[config.mk]
export PLATFORM = sky130hd
export DESIGN_NAME = sorted_list_insert_delete_search
export DESIGN_NICKNAME = d
export VERILOG_FILES = /design/src/rtl/sli_pkg.sv /design/src/rtl/sorted_list_insert_delete_search.sv /design/src/rtl/sli_cell.sv
export SDC_FILE = /design/constraint.sdc
export NUM_CORES = 2
export LEC_CHECK = 0
export ABC_AREA = 1
export BUFFER_PORTS_ARGS = -buffer_cell sky130_fd_sc_hd__buf_2
export CAP_MARGIN = 15
export CORE_MARGIN = 8
export CORE_UTILIZATION = 40
export DETAILED_ROUTE_END_ITERATION = 12
export SLEW_MARGIN = 5
export SYNTH_ARGS = -nofsm -noshare
export SYNTH_HDL_FRONTEND = slang
export SYNTH_SLANG_ARGS = --single-unit
[constraint.sdc]
create_clock -name i_clk -period 8.65 [get_ports i_clk]
set_clock_uncertainty 0.05 [all_clocks]
set_input_delay 1.2975 -clock i_clk [delete_from_list [all_inputs] [get_ports i_clk]]
set_output_delay 1.2975 -clock i_clk [all_outputs]
set_load 0.005 [all_outputs]
[src/rtl/sli_pkg.sv]
// ----------------------------------------------------------------------------
// Sorted list package
// Shared widths, operation and status codes and cell control type for the
// sorted list insert, delete and search block.
// ----------------------------------------------------------------------------
package sli_pkg;

    localparam int DEPTH_DEF = 16;

    localparam int OP_W  = 2;
    localparam int KEY_W = 32;
    localparam int ST_W  = 3;
    localparam int POS_W = 5;

    // Operation codes. Any code with the high bit set is a search.
    localparam logic [OP_W-1:0] OP_INSERT = 2'd0;
    localparam logic [OP_W-1:0] OP_DELETE = 2'd1;
    localparam logic [OP_W-1:0] OP_SEARCH = 2'd2;

    // Result status codes.
    localparam logic [ST_W-1:0] ST_INSERTED = 3'd0;
    localparam logic [ST_W-1:0] ST_FULL     = 3'd1;
    localparam logic [ST_W-1:0] ST_DELETED  = 3'd2;
    localparam logic [ST_W-1:0] ST_DEL_MISS = 3'd3;
    localparam logic [ST_W-1:0] ST_FOUND    = 3'd4;
    localparam logic [ST_W-1:0] ST_NOTFOUND = 3'd5;

    // Control broadcast to every cell of the chain.
    typedef struct packed {
        logic cmp_en;  // compare stored entry against the key
        logic ins_en;  // shift up and insert the key
        logic del_en;  // shift down over the matching entry
    } t_cell_ctl;

endpackage

[src/rtl/sorted_list_insert_delete_search.sv]
// ----------------------------------------------------------------------------
// Sorted list insert, delete and search
// An accepted item passes through a compare state, then an apply state; the
// result strobe, registered from the apply state, is held for one cycle.
// A new item is taken during the apply state but not during compare (busy),
// as each item's compare pass through the cell chain needs the list the previous one left.
// Reset: synchronous, active low; empties the list. The receiver cannot stall.
// ----------------------------------------------------------------------------
module sorted_list_insert_delete_search #(
    parameter int DEPTH = sli_pkg::DEPTH_DEF
) (
    input  logic                         i_clk,
    input  logic                         i_rst_n,
    input  logic                         start,
    output logic                         busy,
    input  logic [sli_pkg::OP_W-1:0]     i_opcode,
    input  logic [sli_pkg::KEY_W-1:0]    i_key_value,
    output logic                         o_valid,
    output logic [sli_pkg::ST_W-1:0]     o_status,
    output logic [sli_pkg::POS_W-1:0]    o_position,
    output logic [sli_pkg::POS_W-1:0]    o_entry_count
);

    // Count needs to hold DEPTH itself; a cell index needs only the range 0
    // to DEPTH-1.
    localparam int CW = $clog2(DEPTH + 1);
    localparam int IW = $clog2(DEPTH);

    typedef enum logic [2:0] {
        S_IDLE  = 3'b001,
        S_CMP   = 3'b010,
        S_APPLY = 3'b100
    } t_state;

    t_state                      r_state;
    t_state                      n_state;
    logic [sli_pkg::OP_W-1:0]    r_op;
    logic [sli_pkg::KEY_W-1:0]   r_key;
    logic [CW-1:0]               r_count;
    logic [CW-1:0]               n_count;
    logic                        r_valid;
    logic [sli_pkg::ST_W-1:0]    r_status;
    logic [sli_pkg::POS_W-1:0]   r_pos;
    logic [sli_pkg::POS_W-1:0]   r_cnt_out;

    logic                        accept;
    sli_pkg::t_cell_ctl          cell_ctl;

    logic [DEPTH-1:0][sli_pkg::KEY_W-1:0] entry;
    logic [DEPTH-1:0]            lt;
    logic [DEPTH-1:0]            first_ge;
    logic [DEPTH-1:0]            hit_vec;

    logic                        is_insert;
    logic                        is_delete;
    logic                        full;
    logic                        hit;
    logic [IW-1:0]               pos_enc;
    logic [CW-1:0]               pos;
    logic [sli_pkg::ST_W-1:0]    n_status;
    logic [CW-1:0]               n_pos;
    logic [CW+sli_pkg::POS_W-1:0] pos_ext;
    logic [CW+sli_pkg::POS_W-1:0] cnt_ext;

    // A new item may enter while the previous one is being applied: its
    // compare cycle then sees the list that the apply cycle leaves.
    assign busy   = (r_state == S_CMP);
    assign accept = start && !busy;

    always_comb begin
        n_state = r_state;
        unique case (r_state)
            S_IDLE:  n_state = accept ? S_CMP : S_IDLE;
            S_CMP:   n_state = S_APPLY;
            S_APPLY: n_state = accept ? S_CMP : S_IDLE;
            default: n_state = S_IDLE;
        endcase
    end

    always_ff @(posedge i_clk) begin
        if (!i_rst_n) begin
            r_state <= S_IDLE;
        end else begin
            r_state <= n_state;
        end
    end

    always_ff @(posedge i_clk) begin
        if (accept) begin
            r_op  <= i_opcode;
            r_key <= i_key_value;
        end
    end

    // Opcode decode: only the high bit selects a search, so the unused
    // code behaves as a search.
    assign is_insert = (r_op == sli_pkg::OP_INSERT);
    assign is_delete = (r_op == sli_pkg::OP_DELETE);
    assign full      = (r_count == CW'(DEPTH));

    // The less-than flags form a thermometer code over the sorted list, so
    // at most one cell sees the boundary. Its index is the lower bound.
    always_comb begin
        pos_enc = '0;
        for (int i = 0; i < DEPTH; i++) begin
            if (first_ge[i]) begin
                pos_enc = pos_enc | IW'(i);
            end
        end
    end

    assign hit = |hit_vec;
    // With every stored entry below the key and the list full, no cell sees
    // the boundary and the lower bound is the count itself.
    assign pos = (|first_ge) ? CW'(pos_enc) : r_count;

    assign cell_ctl.cmp_en = (r_state == S_CMP);
    assign cell_ctl.ins_en = (r_state == S_APPLY) && is_insert && !full;
    assign cell_ctl.del_en = (r_state == S_APPLY) && is_delete && hit;

    always_comb begin
        n_count  = r_count;
        n_pos    = r_count;
        n_status = sli_pkg::ST_NOTFOUND;
        if (is_insert) begin
            if (full) begin
                n_status = sli_pkg::ST_FULL;
            end else begin
                n_status = sli_pkg::ST_INSERTED;
                n_pos    = pos;
                n_count  = r_count + CW'(1);
            end
        end else if (is_delete) begin
            if (hit) begin
                n_status = sli_pkg::ST_DELETED;
                n_pos    = pos;
                n_count  = r_count - CW'(1);
            end else begin
                n_status = sli_pkg::ST_DEL_MISS;
            end
        end else begin
            if (hit) begin
                n_status = sli_pkg::ST_FOUND;
                n_pos    = pos;
            end
        end
    end

    always_ff @(posedge i_clk) begin
        if (!i_rst_n) begin
            r_count <= '0;
            r_valid <= 1'b0;
        end else begin
            r_valid <= (r_state == S_APPLY);
            if (r_state == S_APPLY) begin
                r_count <= n_count;
            end
        end
    end

    // Position and count are reported modulo 32.
    assign pos_ext = {{sli_pkg::POS_W{1'b0}}, n_pos};
    assign cnt_ext = {{sli_pkg::POS_W{1'b0}}, n_count};

    always_ff @(posedge i_clk) begin
        if (r_state == S_APPLY) begin
            r_status  <= n_status;
            r_pos     <= pos_ext[sli_pkg::POS_W-1:0];
            r_cnt_out <= cnt_ext[sli_pkg::POS_W-1:0];
        end
    end

    assign o_valid       = r_valid;
    assign o_status      = r_status;
    assign o_position    = r_pos;
    assign o_entry_count = r_cnt_out;

    // The chain: each cell sees its left neighbour's flag and entry and its
    // right neighbour's entry. The first cell sees a virtual "below" flag.
    for (genvar g = 0; g < DEPTH; g++) begin : g_cell
        localparam int LEFT  = (g == 0) ? 0 : g - 1;
        localparam int RIGHT = (g == DEPTH - 1) ? g : g + 1;

        logic cell_valid;
        assign cell_valid = (r_count > CW'(g));

        sli_cell u_cell (
            .i_clk         (i_clk),
            .i_rst_n       (i_rst_n),
            .i_ctl         (cell_ctl),
            .i_valid       (cell_valid),
            .i_key         (r_key),
            .i_left_entry  (entry[LEFT]),
            .i_left_lt     ((g == 0) ? 1'b1 : lt[LEFT]),
            .i_right_entry (entry[RIGHT]),
            .o_entry       (entry[g]),
            .o_lt          (lt[g]),
            .o_first_ge    (first_ge[g]),
            .o_hit         (hit_vec[g])
        );
    end

    // The stored count never passes the depth.
    a_count_range: assert property (@(posedge i_clk) disable iff (!i_rst_n)
        r_count <= CW'(DEPTH))
        else $error("entry count above depth");

    // A result strobe follows only an apply cycle.
    a_strobe_after_apply: assert property (@(posedge i_clk) disable iff (!i_rst_n)
        o_valid |-> $past(r_state == S_APPLY))
        else $error("result strobe without apply cycle");

    // An accepted item always goes to its compare cycle next.
    a_accept_to_cmp: assert property (@(posedge i_clk) disable iff (!i_rst_n)
        accept |=> (r_state == S_CMP))
        else $error("accepted item did not enter compare");

    // The list stays sorted, so at most one cell marks the lower bound.
    a_single_boundary: assert property (@(posedge i_clk) disable iff (!i_rst_n)
        (r_state == S_APPLY) |-> $onehot0(first_ge))
        else $error("less-than flags are not a thermometer code");

endmodule

[src/rtl/sli_cell.sv]
// ----------------------------------------------------------------------------
// Sorted list cell
// Holds one entry, compares it with the key and shifts to or from its
// neighbours on insert and delete.
// ----------------------------------------------------------------------------
module sli_cell (
    input  logic                           i_clk,
    input  logic                           i_rst_n,
    input  sli_pkg::t_cell_ctl             i_ctl,
    input  logic                           i_valid,
    input  logic [sli_pkg::KEY_W-1:0]      i_key,
    input  logic [sli_pkg::KEY_W-1:0]      i_left_entry,
    input  logic                           i_left_lt,
    input  logic [sli_pkg::KEY_W-1:0]      i_right_entry,
    output logic [sli_pkg::KEY_W-1:0]      o_entry,
    output logic                           o_lt,
    output logic                           o_first_ge,
    output logic                           o_hit
);

    logic [sli_pkg::KEY_W-1:0] r_entry;
    logic                      r_lt;
    logic                      r_eq;

    always_ff @(posedge i_clk) begin
        if (!i_rst_n) begin
            r_lt <= 1'b0;
            r_eq <= 1'b0;
        end else if (i_ctl.cmp_en) begin
            r_lt <= i_valid && ($signed(r_entry) < $signed(i_key));
            r_eq <= i_valid && (r_entry == i_key);
        end
    end

    // Cells at or above the insert point move up; the one at the point
    // takes the key. On delete, cells from the match upwards pull down.
    always_ff @(posedge i_clk) begin
        if (i_ctl.ins_en) begin
            if (!r_lt) begin
                r_entry <= i_left_lt ? i_key : i_left_entry;
            end
        end else if (i_ctl.del_en) begin
            if (!r_lt) begin
                r_entry <= i_right_entry;
            end
        end
    end

    assign o_entry    = r_entry;
    assign o_lt       = r_lt;
    assign o_first_ge = !r_lt && i_left_lt;
    assign o_hit      = r_eq && i_left_lt;

endmodule
==> results.py <==
metrics = {
    "status": {
        "status": "finished, final reports clean",
    },
    "cells_and_area": {
        "nNetsFinal": 5390,
        "layout_common_cells": "nand2_1, edfxtp_1, ha_1, nor2_1, a31oi_1",
        "layout_commonest_cell": "nand2_1",
        "antenna_cells": 0,
        "stdcell_count": 6260,
        "area_growth_syn_to_layout_pct": 9.114,
        "layout-drive-gt1-share_pct": 4.702,
        "fillers": 9909,
        "final_area_um2": 44450,
    },
    "clock_tree": {
        "htreeDepth": 3,
        "clockRootBuffer": "clkbuf_16",
        "cts-hold-fix-buffers": 0,
        "ctsResizeCount": 0,
        "numCtsBuffers": 72,
        "cts_tree": "done",
        "clock_sinks": 600,
        "clk_pin_slew_ns": 0.06,
        "clk_latency_ns": 0.63,
        "cts_setup_buffers": 0,
        "clock_path_buffers": 3,
    },
    "worst_setup_path": {
        "crit_slowest_cell": "buf_4",
        "worstRegToRegCells": 7,
        "cp_top_family": "buffers and inverters",
        "cp_num_cells": 7,
        "critical_path.max_stage_delay_ns": 0.92,
        "arrival_ns": 4.52,
        "cp.buffers_inverters": 4,
        "worstPathRequired_ns": 8.91,
        "worst-path-max-fanout": 211,
        "setup.worst_path.class": "flop to flop",
        "cp-end-kind": "flop",
        "startpoint_type": "flop",
        "crit_chain": "inv_1, nor3_4, inv_2, nor2_4, buf_4, buf_12, a31oi_1",
    },
    "synth": {
        "synth_top_area_share_pct": 41.21,
        "synth_seq_area_share_pct": 43.22,
        "yosys_warnings": 0,
        "ys_ff_latch": 600,
        "synth_cells": 4925,
        "syn_area_per_cell_um2": 8.271,
        "synth_area_um2": 40730,
        "netlist-cell-type-count": 36,
        "yosys.area.top_type": "edfxtp_1",
        "synthTopCellsByArea": "edfxtp_1, ha_1, nand2_1, a31oi_1, nor2_1",
        "syn-num-nets": 5479,
    },
    "floorplanning": {
        "row_count": 117,
        "die_h_um": 335.1,
        "die_x_um": 335.1,
        "initial_utilization_pct": 40.15,
        "ios": 52,
        "coreArea_um2": 101400,
        "die_area_um2": 112300,
    },
    "hold_path": {
        "hold_path_depth": 2,
        "hold_path.class": "flop to flop",
    },
    "place": {
        "port_buffers": 51,
        "dp_slack_ns": 4.452,
        "place_area_um2": 42100,
        "dp_hpwl_um": 85880,
        "dp.cells": 6130,
        "gp_congestion": 0.8831,
    },
    "sta": {
        "setup_slack_ns": 4.392,
        "drv_slew": 0,
        "rsz0062_at_grt": "false",
        "relSlewSlack_pct": 11.88,
        "setup_viol": 0,
        "hold_violations": 0,
        "finalSetupTns_ns": 0,
        "tightest_slew_ns": 1.308,
        "period_minus_slack_ns": 4.258,
        "post-route-period-util_pct": 49.23,
        "worst_hold_slack_ns": 0.4145,
        "max_freq_mhz": 234.9,
    },
    "routing": {
        "drc_errors": 0,
        "vias_per_cell": 5.297,
        "wl_per_cell_um": 17.80,
        "ant_nets": 0,
        "finalWirelength_um": 111500,
        "drtIter0Drc": 2924,
        "dr_total_vias": 33160,
        "drt_pre_antenna_iters": 6,
    },
    "power": {
        "powerDensity_nw_per_um2": 150.2,
        "peakVddDrop_mv": 0.1473,
        "static-leakage-power_nw": 18.42,
    },
    "grt": {
        "grt_pass1_wl_um": 174600,
        "grt_max_degree": 225,
        "overflow": 0,
        "track_usage_pct": 19.28,
        "grt_pass1_vias": 31210,
        "grt_antenna_before_repair": 1,
    },
    "flow_run": {
        "drv_cap": 0,
    },
}
==> power by group <==
part / internal [W] / total, W / switching [W]
clock network: 0.00182 / 0.00308 / 0.00126
logic: 0.000138 / 0.000405 / 0.000267
registers: 0.00314 / 0.00319 / 0.0000473
==> sequential cells by signal, indices dropped and copies added, names as in the netlist <==
register and flops:
o_valid 1, r_op 2, r_key 32, g_cell.u_cell.r_eq 16, g_cell.u_cell.o_lt 16, o_status 3, g_cell.u_cell.o_entry 512, r_count 5
o_entry_count 5, r_state 3, o_position 5
==> metal layers <==
metal | GRT usage, % | vias up | share of wire [%]
li1 | - | 16870 | -
met1 | 26.22 | 15330 | 46
met2 | 31.87 | 809 | 46
met3 | 2.526 | 148 | 5.4
met4 | 6.033 | 0 | 2.9
met5 | 0 | - | 0
==> worst paths after layout <==
path	from	end	slack, ns
worst max-delay path	r_state[2]	g_cell[4].u_cell.o_entry[11]	4.39
worst min-delay path	g_cell[2].u_cell.r_eq	g_cell[2].u_cell.r_eq	0.41
worst max register to register	r_state[2]	g_cell[4].u_cell.o_entry[11]	4.39
worst min register to register	g_cell[2].u_cell.r_eq	g_cell[2].u_cell.r_eq	0.41
==> per-stage QoR <==
| stage | power, W | util [%] |
|---|---|---|
| floorplan | 0.003504 | - |
| global placement | 0.003637 | 41.50 |
| detailed placement | 0.003652 | 41.50 |
| CTS | 0.006733 | 43.81 |
| global route | 0.006905 | 43.81 |
| finish | 0.006675 | 43.81 |
==> cells in the mapped netlist <==
library cell and number:
and2_1 1, o211ai_1 47, nand2_1 1581, nor2_1 530, nand3_1 77, inv_1 281, nor3_1 13, o31ai_1 1
buf_2 102, nor2_4 1, o2111ai_1 1, o21a_1 34, nor3_4 1, or2_2 2, and3_1 2, nor3b_1 1
a22oi_1 1, ha_1 517, a21boi_0 4, nand4_1 48, clkbuf_1 152, o21bai_1 4, a21o_1 11, inv_2 4
o21ai_1 93, xor2_1 1, nor4_1 1, buf_4 3, a21oi_1 260, a32oi_1 1, o21ai_0 213, a31oi_1 334
edfxtp_1 559, a211oi_1 2, a311oi_1 1, dfxtp_1 41
==> kinds of logic after synthesis <==
group                      after synthesis  share of synthesized area (%)
AOI/OAI and AO/OA                     1007                          14.07
xor gates and xnor gates                 1                        0.02151
adders and majority gates              517                          15.88
buffers and inverters                  542                          5.335
DFF                                    600                          43.22
and+or+nand+nor                       2258                          21.47
==> area by class of cell <==
| cell class | instances | area [µm²] | area share, % |
|---|---|---|---|
| flip-flops and latches | 600 | 17610 | 39.63 |
| clock inverters | 39 | 379.1 | 0.8530 |
| multi-input cells | 3783 | 21090 | 47.44 |
| inverters | 285 | 1075 | 2.418 |
| clock buffers | 91 | 1967 | 4.425 |
| repair buffers | 94 | 615.6 | 1.385 |
| well taps | 1368 | 1712 | 3.851 |
==> worst register-to-register path: stages, from the launching register on <==
cell and delay, ns:
dfxtp_1 0.34, inv_1 0.08, nor3_4 0.67, inv_2 0.20, nor2_4 0.62, buf_4 0.93
buf_12 0.59, a31oi_1 0.48
Power figures use the tool's default switching activity.
